[config.mk]
export PLATFORM = sky130hd
export DESIGN_NAME = xmodem_checksum_receiver_top
export DESIGN_NICKNAME = d
export VERILOG_FILES = /design/src/sv/xcr_pkg.sv /design/src/sv/xcr_front.sv /design/src/sv/xcr_cmd_fifo.sv /design/src/sv/xcr_back.sv /design/src/sv/xmodem_checksum_receiver_top.sv
export SDC_FILE = /design/constraint.sdc
export NUM_CORES = 2
export LEC_CHECK = 0
export BUFFER_PORTS_ARGS = -buffer_cell sky130_fd_sc_hd__buf_2
export CAP_MARGIN = 20
export CORE_MARGIN = 2
export CORE_UTILIZATION = 45
export DETAILED_ROUTE_END_ITERATION = 6
export GPL_ROUTABILITY_DRIVEN = 0
export PLACE_DENSITY = 0.69
export SYNTH_ARGS = -nofsm -noshare
export SYNTH_HDL_FRONTEND = slang
export SYNTH_HIERARCHICAL = 1
export SYNTH_SLANG_ARGS = --single-unit
[constraint.sdc]
create_clock -name clk -period 11.33 [get_ports clk]
set_input_delay 2.266 -clock clk [delete_from_list [all_inputs] [get_ports clk]]
set_output_delay 2.266 -clock clk [all_outputs]
set_load 0.05 [all_outputs]
[src/sv/xcr_pkg.sv]
// ----------------------------------------------------------------------------
// XMODEM checksum receiver package
// Shared constants, protocol bytes and the structures passed between the
// front end, the command queue and the back end.
// ----------------------------------------------------------------------------
package xcr_pkg;

    localparam int          CMD_DEPTH_DEF  = 4;

    localparam int          IN_DATA_W      = 8;
    localparam int          OUT_DATA_W     = 144;

    localparam logic [63:0] LOAD_BASE_RST  = 64'h0000_0002_0000_0000;

    localparam logic [1:0]  ACT_BYTE       = 2'd0;
    localparam logic [1:0]  ACT_TIMEOUT    = 2'd1;
    localparam logic [1:0]  ACT_START      = 2'd2;

    localparam logic [7:0]  B_SOH          = 8'h01;
    localparam logic [7:0]  B_EOT          = 8'h04;
    localparam logic [7:0]  B_ACK          = 8'h06;
    localparam logic [7:0]  B_NAK          = 8'h15;
    localparam logic [7:0]  B_CAN          = 8'h18;

    localparam logic [7:0]  PKT_LEN        = 8'd132;
    localparam logic [7:0]  SUM_POS        = 8'd131;
    localparam logic [7:0]  DATA_FIRST     = 8'd3;
    localparam logic [7:0]  DATA_LEN       = 8'd128;

    localparam int          WORD_IDX_W     = 4;
    localparam logic [3:0]  WORD_LAST      = 4'd15;
    localparam logic [2:0]  LANE_LAST      = 3'd7;
    localparam logic [63:0] WORD_STRIDE    = 64'd8;

    localparam logic [2:0]  ST_RUN         = 3'd0;
    localparam logic [2:0]  ST_EOT         = 3'd1;
    localparam logic [2:0]  ST_CANCEL      = 3'd2;
    localparam logic [2:0]  ST_SUM_ERR     = 3'd3;
    localparam logic [2:0]  ST_SEQ_ERR     = 3'd4;

    localparam logic        KIND_REPLY     = 1'b0;
    localparam logic        KIND_WRITE     = 1'b1;

    typedef struct packed {
        logic [1:0]  n_ack;
        logic        nak;
        logic        can;
        logic        wr;
        logic [2:0]  status;
        logic [31:0] offset;
    } cmd_t;

    typedef struct packed {
        logic                  en;
        logic [WORD_IDX_W-1:0] addr;
        logic [63:0]           data;
    } mem_wr_t;

    typedef struct packed {
        logic wr_done;
    } back_stat_t;

endpackage

[src/sv/xcr_front.sv]
// ----------------------------------------------------------------------------
// XMODEM receiver front end
// Accepts received bytes, timeouts and session starts, tracks the packet and
// session state, assembles the data words for the back end's data store and
// queues one command per transaction that causes replies or writes.
// ----------------------------------------------------------------------------
module xcr_front
(
    input  logic                             clk,
    input  logic                             rst_n,
    input  logic                             s_tvalid,
    output logic                             s_tready,
    input  logic [xcr_pkg::IN_DATA_W-1:0]    s_tdata,   // rx_byte[7:0]
    input  logic [1:0]                       s_tuser,   // action[1:0]
    output xcr_pkg::cmd_t                    cmd,
    output logic                             cmd_push,
    input  logic                             cmd_full,
    output xcr_pkg::mem_wr_t                 mem_wr,
    input  xcr_pkg::back_stat_t              back_stat
);

    logic        active_reg,  active_next;
    logic [7:0]  count_reg,   count_next;
    logic [7:0]  header_reg,  header_next;
    logic [7:0]  seq_reg,     seq_next;
    logic [7:0]  sum_reg,     sum_next;
    logic [7:0]  exp_seq_reg, exp_seq_next;
    logic        first_reg,   first_next;
    logic [31:0] offset_reg,  offset_next;
    logic        busy_reg,    busy_next;
    logic [63:0] word_reg,    word_next;

    logic        accept;
    logic [1:0]  action;
    logic [7:0]  rx_byte;
    logic [7:0]  count_inc;
    logic [7:0]  data_pos;
    logic [7:0]  seq_inc;
    logic [7:0]  sum_inc;

    assign s_tready  = !cmd_full && !busy_reg;
    assign accept    = s_tvalid && s_tready;
    assign action    = s_tuser;
    assign rx_byte   = s_tdata;
    assign count_inc = count_reg + 8'd1;
    assign data_pos  = count_reg - xcr_pkg::DATA_FIRST;
    assign seq_inc   = exp_seq_reg + 8'd1;
    assign sum_inc   = sum_reg + rx_byte;

    always_comb
    begin
        active_next  = active_reg;
        count_next   = count_reg;
        header_next  = header_reg;
        seq_next     = seq_reg;
        sum_next     = sum_reg;
        exp_seq_next = exp_seq_reg;
        first_next   = first_reg;
        offset_next  = offset_reg;
        busy_next    = busy_reg && !back_stat.wr_done;
        word_next    = word_reg;
        cmd_push     = 1'b0;
        cmd          = '0;
        cmd.offset   = offset_reg;
        cmd.status   = xcr_pkg::ST_RUN;
        mem_wr.en    = 1'b0;
        mem_wr.addr  = data_pos[6:3];
        mem_wr.data  = {rx_byte, word_reg[55:0]};

        if (accept)
        begin
            case (action)
                xcr_pkg::ACT_START:
                begin
                    active_next  = 1'b1;
                    count_next   = '0;
                    exp_seq_next = '0;
                    first_next   = 1'b0;
                    offset_next  = '0;
                end
                xcr_pkg::ACT_TIMEOUT:
                begin
                    if (active_reg)
                    begin
                        cmd_push = 1'b1;
                        if (count_reg == 8'd0)
                        begin
                            cmd.nak   = !first_reg;
                            cmd.n_ack = first_reg ? 2'd2 : 2'd0;
                        end
                        else
                        begin
                            cmd.n_ack  = 2'd1;
                            count_next = '0;
                            if (header_reg == xcr_pkg::B_EOT)
                            begin
                                cmd.status  = xcr_pkg::ST_EOT;
                                active_next = 1'b0;
                            end
                            else if (header_reg == xcr_pkg::B_CAN)
                            begin
                                cmd.status  = xcr_pkg::ST_CANCEL;
                                active_next = 1'b0;
                            end
                        end
                    end
                end
                xcr_pkg::ACT_BYTE:
                begin
                    if (active_reg)
                    begin
                        if (count_reg == 8'd0)
                        begin
                            header_next = rx_byte;
                            sum_next    = '0;
                        end
                        else if (count_reg == 8'd1)
                        begin
                            seq_next = rx_byte;
                        end
                        else if (count_reg inside {[xcr_pkg::DATA_FIRST:
                                                    xcr_pkg::SUM_POS - 8'd1]})
                        begin
                            sum_next = sum_inc;
                            word_next[{data_pos[2:0], 3'b000} +: 8] = rx_byte;
                            mem_wr.en = (data_pos[2:0] == xcr_pkg::LANE_LAST);
                        end
                        count_next = count_inc;

                        if (count_inc >= xcr_pkg::PKT_LEN)
                        begin
                            count_next = '0;
                            cmd_push   = 1'b1;
                            first_next = 1'b1;
                            cmd.n_ack  = first_reg ? 2'd1 : 2'd3;
                            if (header_reg == xcr_pkg::B_SOH)
                            begin
                                if (sum_reg != rx_byte)
                                begin
                                    cmd.can     = 1'b1;
                                    cmd.status  = xcr_pkg::ST_SUM_ERR;
                                    active_next = 1'b0;
                                end
                                else
                                begin
                                    exp_seq_next = seq_inc;
                                    if (seq_inc != seq_reg)
                                    begin
                                        cmd.can     = 1'b1;
                                        cmd.status  = xcr_pkg::ST_SEQ_ERR;
                                        active_next = 1'b0;
                                    end
                                    else
                                    begin
                                        cmd.wr      = 1'b1;
                                        busy_next   = 1'b1;
                                        offset_next = offset_reg
                                                      + {24'd0, xcr_pkg::DATA_LEN};
                                    end
                                end
                            end
                        end
                    end
                end
                default:
                begin
                end
            endcase
        end
    end

    always_ff @(posedge clk or negedge rst_n)
    begin
        if (!rst_n)
        begin
            active_reg  <= 1'b0;
            count_reg   <= '0;
            header_reg  <= '0;
            seq_reg     <= '0;
            sum_reg     <= '0;
            exp_seq_reg <= '0;
            first_reg   <= 1'b0;
            offset_reg  <= '0;
            busy_reg    <= 1'b0;
        end
        else
        begin
            active_reg  <= active_next;
            count_reg   <= count_next;
            header_reg  <= header_next;
            seq_reg     <= seq_next;
            sum_reg     <= sum_next;
            exp_seq_reg <= exp_seq_next;
            first_reg   <= first_next;
            offset_reg  <= offset_next;
            busy_reg    <= busy_next;
        end
    end

    always_ff @(posedge clk)
    begin
        word_reg <= word_next;
    end

`ifndef SYNTHESIS
    // The data store must not change while a packet's words are being read out.
    a_no_store_write_while_draining: assert property (@(posedge clk) disable iff (!rst_n)
        mem_wr.en |-> !busy_reg)
        else $error("data store written while writes are draining");
`endif

endmodule

[src/sv/xcr_cmd_fifo.sv]
// ----------------------------------------------------------------------------
// XMODEM receiver command queue
// Short first-in first-out queue of commands from the front end to the back
// end, so that each side can stall on its own.
// ----------------------------------------------------------------------------
module xcr_cmd_fifo
#(
    parameter int DEPTH = xcr_pkg::CMD_DEPTH_DEF
)
(
    input  logic          clk,
    input  logic          rst_n,
    input  logic          push,
    input  xcr_pkg::cmd_t push_data,
    output logic          full,
    input  logic          pop,
    output xcr_pkg::cmd_t pop_data,
    output logic          empty
);

    localparam int PTR_W = (DEPTH > 1) ? $clog2(DEPTH) : 1;
    localparam int CNT_W = $clog2(DEPTH + 1);

    xcr_pkg::cmd_t entry_reg [DEPTH];

    logic [PTR_W-1:0] wr_ptr_reg, wr_ptr_next;
    logic [PTR_W-1:0] rd_ptr_reg, rd_ptr_next;
    logic [CNT_W-1:0] count_reg,  count_next;
    logic             do_push;
    logic             do_pop;

    assign full     = (count_reg == CNT_W'(DEPTH));
    assign empty    = (count_reg == '0);
    assign do_push  = push && !full;
    assign do_pop   = pop && !empty;
    assign pop_data = entry_reg[rd_ptr_reg];

    always_comb
    begin
        wr_ptr_next = wr_ptr_reg;
        rd_ptr_next = rd_ptr_reg;
        count_next  = count_reg;
        if (do_push)
        begin
            wr_ptr_next = (wr_ptr_reg == PTR_W'(DEPTH - 1)) ? '0 : wr_ptr_reg + PTR_W'(1);
        end
        if (do_pop)
        begin
            rd_ptr_next = (rd_ptr_reg == PTR_W'(DEPTH - 1)) ? '0 : rd_ptr_reg + PTR_W'(1);
        end
        if (do_push && !do_pop)
        begin
            count_next = count_reg + CNT_W'(1);
        end
        else if (do_pop && !do_push)
        begin
            count_next = count_reg - CNT_W'(1);
        end
    end

    always_ff @(posedge clk or negedge rst_n)
    begin
        if (!rst_n)
        begin
            wr_ptr_reg <= '0;
            rd_ptr_reg <= '0;
            count_reg  <= '0;
        end
        else
        begin
            wr_ptr_reg <= wr_ptr_next;
            rd_ptr_reg <= rd_ptr_next;
            count_reg  <= count_next;
        end
    end

    always_ff @(posedge clk)
    begin
        if (do_push)
        begin
            entry_reg[wr_ptr_reg] <= push_data;
        end
    end

`ifndef SYNTHESIS
    a_no_push_when_full: assert property (@(posedge clk) disable iff (!rst_n)
        push |-> !full)
        else $error("command pushed into a full queue");
`endif

endmodule

[src/sv/xcr_back.sv]
// ----------------------------------------------------------------------------
// XMODEM receiver back end
// Holds the data store and the load base register, takes commands from the
// queue and expands each into reply bytes and data word writes through a
// registered output stage.
// ----------------------------------------------------------------------------
module xcr_back
(
    input  logic                              clk,
    input  logic                              rst_n,
    input  logic                              load_base_we,
    input  logic [63:0]                       load_base_wdata,
    input  xcr_pkg::cmd_t                     cmd,
    input  logic                              cmd_empty,
    output logic                              cmd_pop,
    input  xcr_pkg::mem_wr_t                  mem_wr,
    output xcr_pkg::back_stat_t               back_stat,
    output logic                              m_tvalid,
    input  logic                              m_tready,
    output logic [xcr_pkg::OUT_DATA_W-1:0]    m_tdata,   // tx_byte[7:0], write_addr[71:8],
                                                         // write_data[135:72],
                                                         // session_status[138:136]
    output logic                              m_tuser,   // kind
    output logic                              m_tlast
);

    typedef enum logic [3:0] {
        S_IDLE  = 4'b0001,
        S_REPLY = 4'b0010,
        S_READ  = 4'b0100,
        S_WRITE = 4'b1000
    } state_t;

    logic [63:0] store_mem [2**xcr_pkg::WORD_IDX_W];

    state_t                         state_reg,   state_next;
    logic [1:0]                     ack_reg,     ack_next;
    logic                           nak_reg,     nak_next;
    logic                           can_reg,     can_next;
    logic                           wr_reg,      wr_next;
    logic [2:0]                     status_reg,  status_next;
    logic [63:0]                    addr_reg,    addr_next;
    logic [xcr_pkg::WORD_IDX_W-1:0] word_reg,    word_next;
    logic [63:0]                    base_reg;
    logic [63:0]                    rd_data_reg;

    logic                           valid_reg,   valid_next;
    logic                           kind_reg,    kind_next;
    logic                           last_reg,    last_next;
    logic [7:0]                     tx_reg,      tx_next;
    logic [63:0]                    waddr_reg,   waddr_next;
    logic [63:0]                    wdata_reg,   wdata_next;
    logic [2:0]                     ostat_reg,   ostat_next;

    logic                           out_free;
    logic                           load_out;

    assign out_free = !valid_reg || m_tready;

    always_comb
    begin
        state_next        = state_reg;
        ack_next          = ack_reg;
        nak_next          = nak_reg;
        can_next          = can_reg;
        wr_next           = wr_reg;
        status_next       = status_reg;
        addr_next         = addr_reg;
        word_next         = word_reg;
        cmd_pop           = 1'b0;
        back_stat.wr_done = 1'b0;
        load_out          = 1'b0;
        kind_next         = xcr_pkg::KIND_REPLY;
        last_next         = 1'b0;
        tx_next           = '0;
        waddr_next        = '0;
        wdata_next        = '0;
        ostat_next        = status_reg;

        case (state_reg)
            S_IDLE:
            begin
                if (!cmd_empty)
                begin
                    cmd_pop     = 1'b1;
                    ack_next    = cmd.n_ack;
                    nak_next    = cmd.nak;
                    can_next    = cmd.can;
                    wr_next     = cmd.wr;
                    status_next = cmd.status;
                    addr_next   = base_reg + {32'd0, cmd.offset};
                    word_next   = '0;
                    state_next  = S_REPLY;
                end
            end
            S_REPLY:
            begin
                if (nak_reg)
                begin
                    if (out_free)
                    begin
                        load_out  = 1'b1;
                        tx_next   = xcr_pkg::B_NAK;
                        last_next = (ack_reg == 2'd0) && !can_reg && !wr_reg;
                        nak_next  = 1'b0;
                    end
                end
                else if (ack_reg != 2'd0)
                begin
                    if (out_free)
                    begin
                        load_out  = 1'b1;
                        tx_next   = xcr_pkg::B_ACK;
                        last_next = (ack_reg == 2'd1) && !can_reg && !wr_reg;
                        ack_next  = ack_reg - 2'd1;
                    end
                end
                else if (can_reg)
                begin
                    if (out_free)
                    begin
                        load_out  = 1'b1;
                        tx_next   = xcr_pkg::B_CAN;
                        last_next = !wr_reg;
                        can_next  = 1'b0;
                    end
                end
                else
                begin
                    state_next = wr_reg ? S_READ : S_IDLE;
                end
            end
            S_READ:
            begin
                state_next = S_WRITE;
            end
            S_WRITE:
            begin
                if (out_free)
                begin
                    load_out   = 1'b1;
                    kind_next  = xcr_pkg::KIND_WRITE;
                    waddr_next = addr_reg;
                    wdata_next = rd_data_reg;
                    last_next  = (word_reg == xcr_pkg::WORD_LAST);
                    addr_next  = addr_reg + xcr_pkg::WORD_STRIDE;
                    word_next  = word_reg + 1'b1;
                    if (word_reg == xcr_pkg::WORD_LAST)
                    begin
                        wr_next           = 1'b0;
                        back_stat.wr_done = 1'b1;
                        state_next        = S_IDLE;
                    end
                    else
                    begin
                        state_next = S_READ;
                    end
                end
            end
            default:
            begin
                state_next = S_IDLE;
            end
        endcase

        valid_next = load_out || (valid_reg && !m_tready);
    end

    always_ff @(posedge clk or negedge rst_n)
    begin
        if (!rst_n)
        begin
            state_reg <= S_IDLE;
            ack_reg   <= '0;
            nak_reg   <= 1'b0;
            can_reg   <= 1'b0;
            wr_reg    <= 1'b0;
            valid_reg <= 1'b0;
            base_reg  <= xcr_pkg::LOAD_BASE_RST;
        end
        else
        begin
            state_reg <= state_next;
            ack_reg   <= ack_next;
            nak_reg   <= nak_next;
            can_reg   <= can_next;
            wr_reg    <= wr_next;
            valid_reg <= valid_next;
            if (load_base_we)
            begin
                base_reg <= load_base_wdata;
            end
        end
    end

    always_ff @(posedge clk)
    begin
        status_reg <= status_next;
        addr_reg   <= addr_next;
        word_reg   <= word_next;
        if (load_out)
        begin
            kind_reg  <= kind_next;
            last_reg  <= last_next;
            tx_reg    <= tx_next;
            waddr_reg <= waddr_next;
            wdata_reg <= wdata_next;
            ostat_reg <= ostat_next;
        end
    end

    always_ff @(posedge clk)
    begin
        if (mem_wr.en)
        begin
            store_mem[mem_wr.addr] <= mem_wr.data;
        end
        rd_data_reg <= store_mem[word_reg];
    end

    assign m_tvalid = valid_reg;
    assign m_tuser  = kind_reg;
    assign m_tlast  = last_reg;
    assign m_tdata  = {5'd0, ostat_reg, wdata_reg, waddr_reg, tx_reg};

`ifndef SYNTHESIS
    a_write_only_while_running: assert property (@(posedge clk) disable iff (!rst_n)
        (valid_reg && kind_reg == xcr_pkg::KIND_WRITE) |-> ostat_reg == xcr_pkg::ST_RUN)
        else $error("data write issued for a session that has ended");

    a_read_then_write: assert property (@(posedge clk) disable iff (!rst_n)
        state_reg == S_READ |=> state_reg == S_WRITE)
        else $error("store read not followed by its write transaction");

    a_no_pop_while_busy: assert property (@(posedge clk) disable iff (!rst_n)
        cmd_pop |-> !nak_reg && ack_reg == 2'd0 && !can_reg && !wr_reg)
        else $error("command taken before the previous one finished");
`endif

endmodule

[src/sv/xmodem_checksum_receiver_top.sv]
// Throughput: one input transaction per cycle while the command queue has room and no
// writes are draining, replies one per cycle while m_tready is high; after a good packet
// input holds off while its 16 writes drain, each through the data store read port.
// Reset (rst_n, asynchronous, active low) idles the session, empties the command queue
// and sets load_base to 0x200000000; the data store is not cleared.
// ----------------------------------------------------------------------------
// XMODEM checksum receiver top level
// Front end, command queue and back end of a receiver for 132-byte XMODEM
// checksum packets that replies to the sender and writes verified data.
// ----------------------------------------------------------------------------
module xmodem_checksum_receiver_top
#(
    parameter int CMD_DEPTH = xcr_pkg::CMD_DEPTH_DEF
)
(
    input  logic                              clk,
    input  logic                              rst_n,
    input  logic                              load_base_we,
    input  logic [63:0]                       load_base_wdata,
    input  logic                              s_tvalid,
    output logic                              s_tready,
    input  logic [xcr_pkg::IN_DATA_W-1:0]     s_tdata,   // rx_byte[7:0]
    input  logic [1:0]                        s_tuser,   // action[1:0]
    output logic                              m_tvalid,
    input  logic                              m_tready,
    output logic [xcr_pkg::OUT_DATA_W-1:0]    m_tdata,   // tx_byte[7:0], write_addr[71:8],
                                                         // write_data[135:72],
                                                         // session_status[138:136]
    output logic                              m_tuser,   // kind
    output logic                              m_tlast
);

    xcr_pkg::cmd_t       push_cmd;
    xcr_pkg::cmd_t       head_cmd;
    logic                cmd_push;
    logic                cmd_pop;
    logic                cmd_full;
    logic                cmd_empty;
    xcr_pkg::mem_wr_t    mem_wr;
    xcr_pkg::back_stat_t back_stat;

    xcr_front u_front
    (
        .clk       (clk),
        .rst_n     (rst_n),
        .s_tvalid  (s_tvalid),
        .s_tready  (s_tready),
        .s_tdata   (s_tdata),
        .s_tuser   (s_tuser),
        .cmd       (push_cmd),
        .cmd_push  (cmd_push),
        .cmd_full  (cmd_full),
        .mem_wr    (mem_wr),
        .back_stat (back_stat)
    );

    xcr_cmd_fifo
    #(
        .DEPTH (CMD_DEPTH)
    )
    u_cmd_fifo
    (
        .clk       (clk),
        .rst_n     (rst_n),
        .push      (cmd_push),
        .push_data (push_cmd),
        .full      (cmd_full),
        .pop       (cmd_pop),
        .pop_data  (head_cmd),
        .empty     (cmd_empty)
    );

    xcr_back u_back
    (
        .clk             (clk),
        .rst_n           (rst_n),
        .load_base_we    (load_base_we),
        .load_base_wdata (load_base_wdata),
        .cmd             (head_cmd),
        .cmd_empty       (cmd_empty),
        .cmd_pop         (cmd_pop),
        .mem_wr          (mem_wr),
        .back_stat       (back_stat),
        .m_tvalid        (m_tvalid),
        .m_tready        (m_tready),
        .m_tdata         (m_tdata),
        .m_tuser         (m_tuser),
        .m_tlast         (m_tlast)
    );

endmodule
== After elaboration in Yosys (flattened, before gate mapping) ==
Memories as Yosys holds them, arrays and structs flattened. A register that Yosys moved wholly into a read port is not among the register bits.
Index checks and enable logic that the tools add are counted.

* Logic and storage cells: 279
* Bits of input ports: 79
* Bits in writable memories: 1184
* Register bits: 432
* Output and inout port bits: 148
* Memories: 2

{| class="wikitable"
|+ Memory list
! memory !! words !! bits a word !! rd ports !! clocked after memory_dff !! wr ports !! line !! RTL
|-
| u_back.store_mem || 16 || 64 || 1 || 1 || 1 || xcr_back.sv:34 || <nowiki>logic [63:0] store_mem [2**xcr_pkg::WORD_IDX_W];</nowiki>
|-
| u_cmd_fifo.entry_reg || 4 || 40 || 1 || 0 || 1 || xcr_cmd_fifo.sv:24 || <nowiki>xcr_pkg::cmd_t entry_reg [DEPTH];</nowiki>
|}

* Add/subtract/negate cells: 14
* Muxes and demuxes: 138
* Reduce and logical (&&, ||, !) cells: 54
* Bitwise logic cells: 3
* Magnitude comparators: 3
* Shifts and indexed selects: 2
* Equal/unequal tests: 34

{| class="wikitable"
|+ Operators with widths
! cell !! number
|-
| $mux 32 || 5
|-
| $mux 64 || 2
|-
| $pmux 64 s2 || 1
|-
| $mux 8 || 15
|-
| $add 64x32->64 || 1
|-
| $add 64x4->64 const B || 1
|-
| $bwmux 64 || 1
|-
| $pmux 32 s2 || 1
|-
| $shift 8x8->64 const A || 1
|-
| $shiftx 8x8->64 || 1
|-
| $mux 1 || 62
|-
| $mux 3 || 11
|-
| $add 32x8->32 const B || 1
|-
| $mux 4 || 7
|-
| $mux 2 || 13
|-
| $mux 5 || 5
|-
| $reduce_and 5->1 || 5
|-
| $pmux 8 s3 || 1
|-
| $ne 2x1->1 const B || 9
|-
| $add 8x1->8 const B || 2
|-
| $eq 8x1->1 const B || 2
|-
| $ne 8x8->1 || 2
|-
| $pmux 4 s4 || 1
|-
| $pmux 8 s2 || 1
|-
| other kinds (40) || 97
|}

== Longest topological paths before layout ==
* Depth in word-level cells: 13
* Mapped depth: 16
* Depth with buffers taken out: 15

== By module ==
Netlist, hierarchy kept.

{| class="wikitable"
|+ Modules (own cells, without submodules)
! module !! instances !! sequential area each (um^2) !! cells an instance !! area an instance (um^2)
|-
| xcr_back || 1 || 40161.0 || 2791 || 54150.7
|-
| xcr_front || 1 || 3383.2 || 634 || 6665.1
|-
| xcr_cmd_fifo || 1 || 4979.8 || 247 || 6242.2
|}

== Least setup slack after synthesis ==
No wires, ideal clock.

* Path type: input-to-reg
* Start point: input port m_tready
* End point: register u_back.last_reg (netlist: u_back/m_tlast), enable pin
* Stages: 2
* Path buffers: 0
* Slack: 1651 ps
* Arrival: 8997 ps
* Data required time: 10648 ps
* Setup time: 682 ps
* Cells stage by stage: nor2b_1 -> a21oi_1

* Word-level cells in the longest chain between the ends: 6

{| class="wikitable"
|+ RTL lines
! item !! line !! RTL
|-
| start, declared || xmodem_checksum_receiver_top.sv:25 || <nowiki>input logic m_tready,</nowiki>
|-
| $logic_or 1x1->1 (*) || xcr_back.sv:58 || <nowiki>assign out_free = !valid_reg || m_tready;</nowiki>
|-
| $mux 1 (*) || n/a ||
|-
| $mux 1 || xcr_back.sv:118 || <nowiki>else if (can_reg)</nowiki>
|-
| $mux 1 || xcr_back.sv:108 || <nowiki>else if (ack_reg != 2'd0)</nowiki>
|-
| $mux 1 || xcr_back.sv:98 || <nowiki>if (nak_reg)</nowiki>
|-
| $pmux 1 s2 (*) || xcr_back.sv:80 || <nowiki>case (state_reg)</nowiki>
|-
| via u_back.load_out || xcr_back.sv:56 || <nowiki>logic load_out;</nowiki>
|-
| end signal, assigned || xcr_back.sv:204 || <nowiki>last_reg <= last_next;</nowiki>
|-
| end, declared || xcr_back.sv:49 || <nowiki>logic last_reg, last_next;</nowiki>
|}

The timed path passes the listed nets; every way through them passes the cells marked *.
A chain may end at the register's enable or synchronous reset.

==> results.json <==
{
  "rsz0062_at_grt": "no",
  "netlist_area_um2": 67100,
  "worstHoldStart": "u_front/header_reg[1]$_DFFE_PN0P_",
  "cpLargestDelayFamily": "simple AND/OR/NAND/NOR gates",
  "power_leakage_nw": 25.4,
  "cts_resized": 0,
  "grtUsageTotal_pct": 19.8,
  "clk_latency_ns": 0.82,
  "die_h_um": 390,
  "ys_seq_area_share_pct": 72.4,
  "cp_slowest_cell": "buf_4",
  "cts_tree": "built",
  "p_per_area_nw_per_um2": 229,
  "clock-sinks": 1662,
  "drcViolationCount": 0,
  "fin_nets": 4067,
  "drive_gt1_share_pct": 24.9,
  "antenna_left": 0,
  "intPower_mw": 12.2,
  "die-area_um2": 152000,
  "drtPass1Iterations": 6,
  "p_total_mw": 17.4,
  "dp_hpwl_mm": 90.5,
  "rr_endpoint": "u_back/addr_reg[33]$_DFFE_PP_",
  "synth_edf_count": 1449,
  "start_kind": "input pin",
  "max_cap_violations": 0,
  "synth_ff_type": "edfxtp_1",
  "worstHoldPathType": "flop to flop",
  "power.share.sequential_pct": 43.7,
  "netlist_instances": 3672,
  "critical_path.max_stage_delay_ns": 0.81,
  "port_buffers": 218,
  "period_share_pct": 50.1,
  "clk_pin_slew_ns": 0.06,
  "grt_max_degree": 152,
  "synth_seq_cells": 1662,
  "min_period_ns": 5.68,
  "timing.fmax_ghz": 0.176,
  "h-tree-depth": 4,
  "holdPathStages": 2,
  "postCtsSetupBuffers": 0,
  "critical_path.reg2reg.startpoint": "u_cmd_fifo/rd_ptr_reg[0]$_DFFE_PN0P_",
  "clock_power_share_pct": 31.7,
  "grt_pass1_wl_mm": 224,
  "postSynthAreaPerCell_um2": 18.3,
  "p_comb_share_pct": 24.6,
  "vdd_drop_max_mv": 0.184,
  "rows": 141,
  "slew_violations": 0,
  "p_switching_mw": 5.24,
  "switching_share_pct": 30.1,
  "overflow": 0,
  "tns_ns": 0,
  "worstPathCellList": "buf_2 -> or2_2 -> nor2_1 -> nand3_1 -> nor3_1 -> or3b_2 -> nor2_4 -> buf_4",
  "grt_pass1_vias": 34658,
  "worst_slew_pin_slew_ns": 1.10,
  "cts_buffers": 166,
  "clockBufferDepth": 3,
  "slew_headroom_pct": 25.7,
  "cp_max_fo": 47,
  "synth-warning-count": 6,
  "setup_viol": 0,
  "initial_core_util_pct": 45.4,
  "min_to": "u_front/header_reg[1]$_DFFE_PN0P_",
  "wl_per_cell_um": 25.1,
  "vias": 34743,
  "synth_cell_types": 93,
  "antenna_found_initial": 19,
  "area_growth_pct": 13.3,
  "required_ns": 11.73,
  "io_pins": 227,
  "root_buffer": "clkbuf_16",
  "hold_violations": 0,
  "reg2reg_slack_ns": 6.30,
  "crit_type": "input pin to flop",
  "dr.first_iter.drc_count": 3484,
  "largest_reg_flops": 1024,
  "crit_buf_inv": 2,
  "wirelength_mm": 151,
  "core_um2": 148000,
  "reg2regPathDepth": 12,
  "via_per_inst": 5.79,
  "status": "complete, no violations",
  "fin_skew_ns": 0.0520,
  "die_x_um": 390,
  "holdBufCountCts": 0,
  "synthArstFlopShare_pct": 8.97,
  "fillers": 11700,
  "cp.arrival_ns": 6.08,
  "critical_path.endpoint_type": "flop"
}
## how the worst max path moves through the flow
stage | startpoint | endpoint | slack, ns | cells after the start
2_1_floorplan | m_tready | u_back/m_tlast$_SDFFCE_PN0P_ | 1.65 | 2
3_3_place_gp | s_tuser[0] | u_back/store_mem[15][63]$_DFFE_PP_ | 4.98 | 8
3_5_place_dp | s_tuser[0] | u_back/store_mem[3][9]$_DFFE_PP_ | 4.89 | 8
4_1_cts | s_tuser[0] | u_back/store_mem[3][4]$_DFFE_PP_ | 5.72 | 8
5_1_grt | s_tuser[0] | u_back/store_mem[3][4]$_DFFE_PP_ | 5.54 | 8
6_report | s_tuser[0] | u_back/store_mem[3][4]$_DFFE_PP_ | 5.65 | 8
## worst register-to-register path, stage by stage, from the launching register on
cell and delay [ns]:
dfrtp_2 0.34, buf_4 0.61, mux4_2 0.67, ha_1 0.44, a21o_1 0.23, a21o_1 0.17
a21oi_1 0.24, a311oi_2 0.18, a311oi_1 0.76, nand2b_1 0.63, nor2_1 0.12, xor2_1 0.16
mux2_2 0.26
## cell usage after synthesis (14+ instances only)
master       n  area (um2)
clkbuf_1   122         458
o21ai_0     79         395
xor2_1      53         464
a21o_1      24         180
nand2b_1    14        87.6
nor3_1      37         185
edfxtp_1  1449       43500
dfrtp_1    147        3680
nand2_1    156         586
nand3_1     65         325
buf_2       17        85.1
dfxtp_1     64        1280
o31ai_1     25         188
nor2_1     142         533
and3_1     148         926
or4_1       22         165
mux2_2      72         811
nand4_1     31         194
inv_1       41         154
buf_4       24         180
a21oi_1    118         591
and2_1      80         500
buf_1       32         120
xnor2_1     84         736
ha_1        58         726
mux4_2     360        8110
## through the flow
step | utilization [%] | instance area (um2) | setup WS [ns] | cells | hold WS [ns]
5_1_grt | 51.4 | 76000 | 5.54 | 6004 | 0.528
2_1_floorplan | - | 67100 | 1.65 | 3685 | 0.400
6_report | 51.4 | 76000 | 5.65 | 6004 | 0.485
3_3_place_gp | 47.6 | 70300 | 4.98 | 5685 | 0.477
3_5_place_dp | 47.6 | 70300 | 4.89 | 5686 | 0.477
4_1_cts | 51.3 | 75900 | 5.72 | 5997 | 0.492
## power by group through the flow
stage | combinational [mW] | sequential, mW | clock (mW)
after floorplan | 2.80 | 8.12 | 0
after global placement | 4.29 | 7.72 | 0
after detailed placement | 4.32 | 7.73 | 0
after CTS | 4.34 | 7.61 | 5.64
after global routing | 4.62 | 7.66 | 5.87
final | 4.28 | 7.60 | 5.52
## area by class of cell
cell class / count / area (um2) / area share (%)
diodes: 4 / 10.0 / 0.0132
clock inverters: 85 / 1030 / 1.35
flip-flops and latches: 1662 / 48500 / 63.9
inverters: 41 / 154 / 0.203
repair buffers: 278 / 1620 / 2.14
multi-input cells: 1778 / 17700 / 23.2
well taps: 1930 / 2410 / 3.18
clock buffers: 226 / 4560 / 6.00
## cells in the final DEF (no fill, tap or decap), types with 10 or more instances in the layout
cell,synthesis,routed
a211oi_1,12,12
a21o_1,24,24
a21oi_1,118,117
and2_1,80,76
and3_1,148,148
and4_1,12,12
buf_2,17,218
buf_4,24,54
bufinv_16,0,14
clkbuf_1,122,43
clkbuf_16,0,167
clkbuf_8,0,16
clkinv_1,0,25
clkinv_2,0,29
conb_1,2,15
dfrtp_1,147,146
dfxtp_1,64,64
edfxtp_1,1449,1449
ha_1,58,58
inv_1,41,41
mux2_2,72,72
mux4_2,360,360
nand2_1,156,155
nand2b_1,14,13
nand3_1,65,65
nand4_1,31,31
nor2_1,142,129
nor2_4,0,13
nor3_1,37,33
nor3b_1,12,11
o21a_1,10,10
o21ai_0,79,78
o31ai_1,25,25
or4_1,22,22
xnor2_1,84,84
xor2_1,53,53
## kinds of logic (layout without fill, tap and decap cells)
| kind of cell | Yosys count | in the layout | share of synthesized area (%) |
|---|---|---|---|
| flops | 1662 | 1662 | 72.4 |
| simple gates | 782 | 782 | 6.35 |
| mux | 441 | 441 | 13.5 |
| compound gates | 342 | 342 | 3.24 |
| buf+inv | 245 | 630 | 1.63 |
| xor+xnor | 137 | 137 | 1.79 |
| fa+ha+maj | 61 | 61 | 1.17 |
| other cells | 2 | 19 | 0.0112 |
## metal layers
metal,global-route usage [%],vias to the layer above,part of all wire (%)
li1,-,15149,-
met1,28.8,18015,43
met2,30.6,1353,47
met3,3.66,220,7.4
met4,6.28,6,2.5
met5,0,-,0.023
Power figures use the tool's default switching activity.
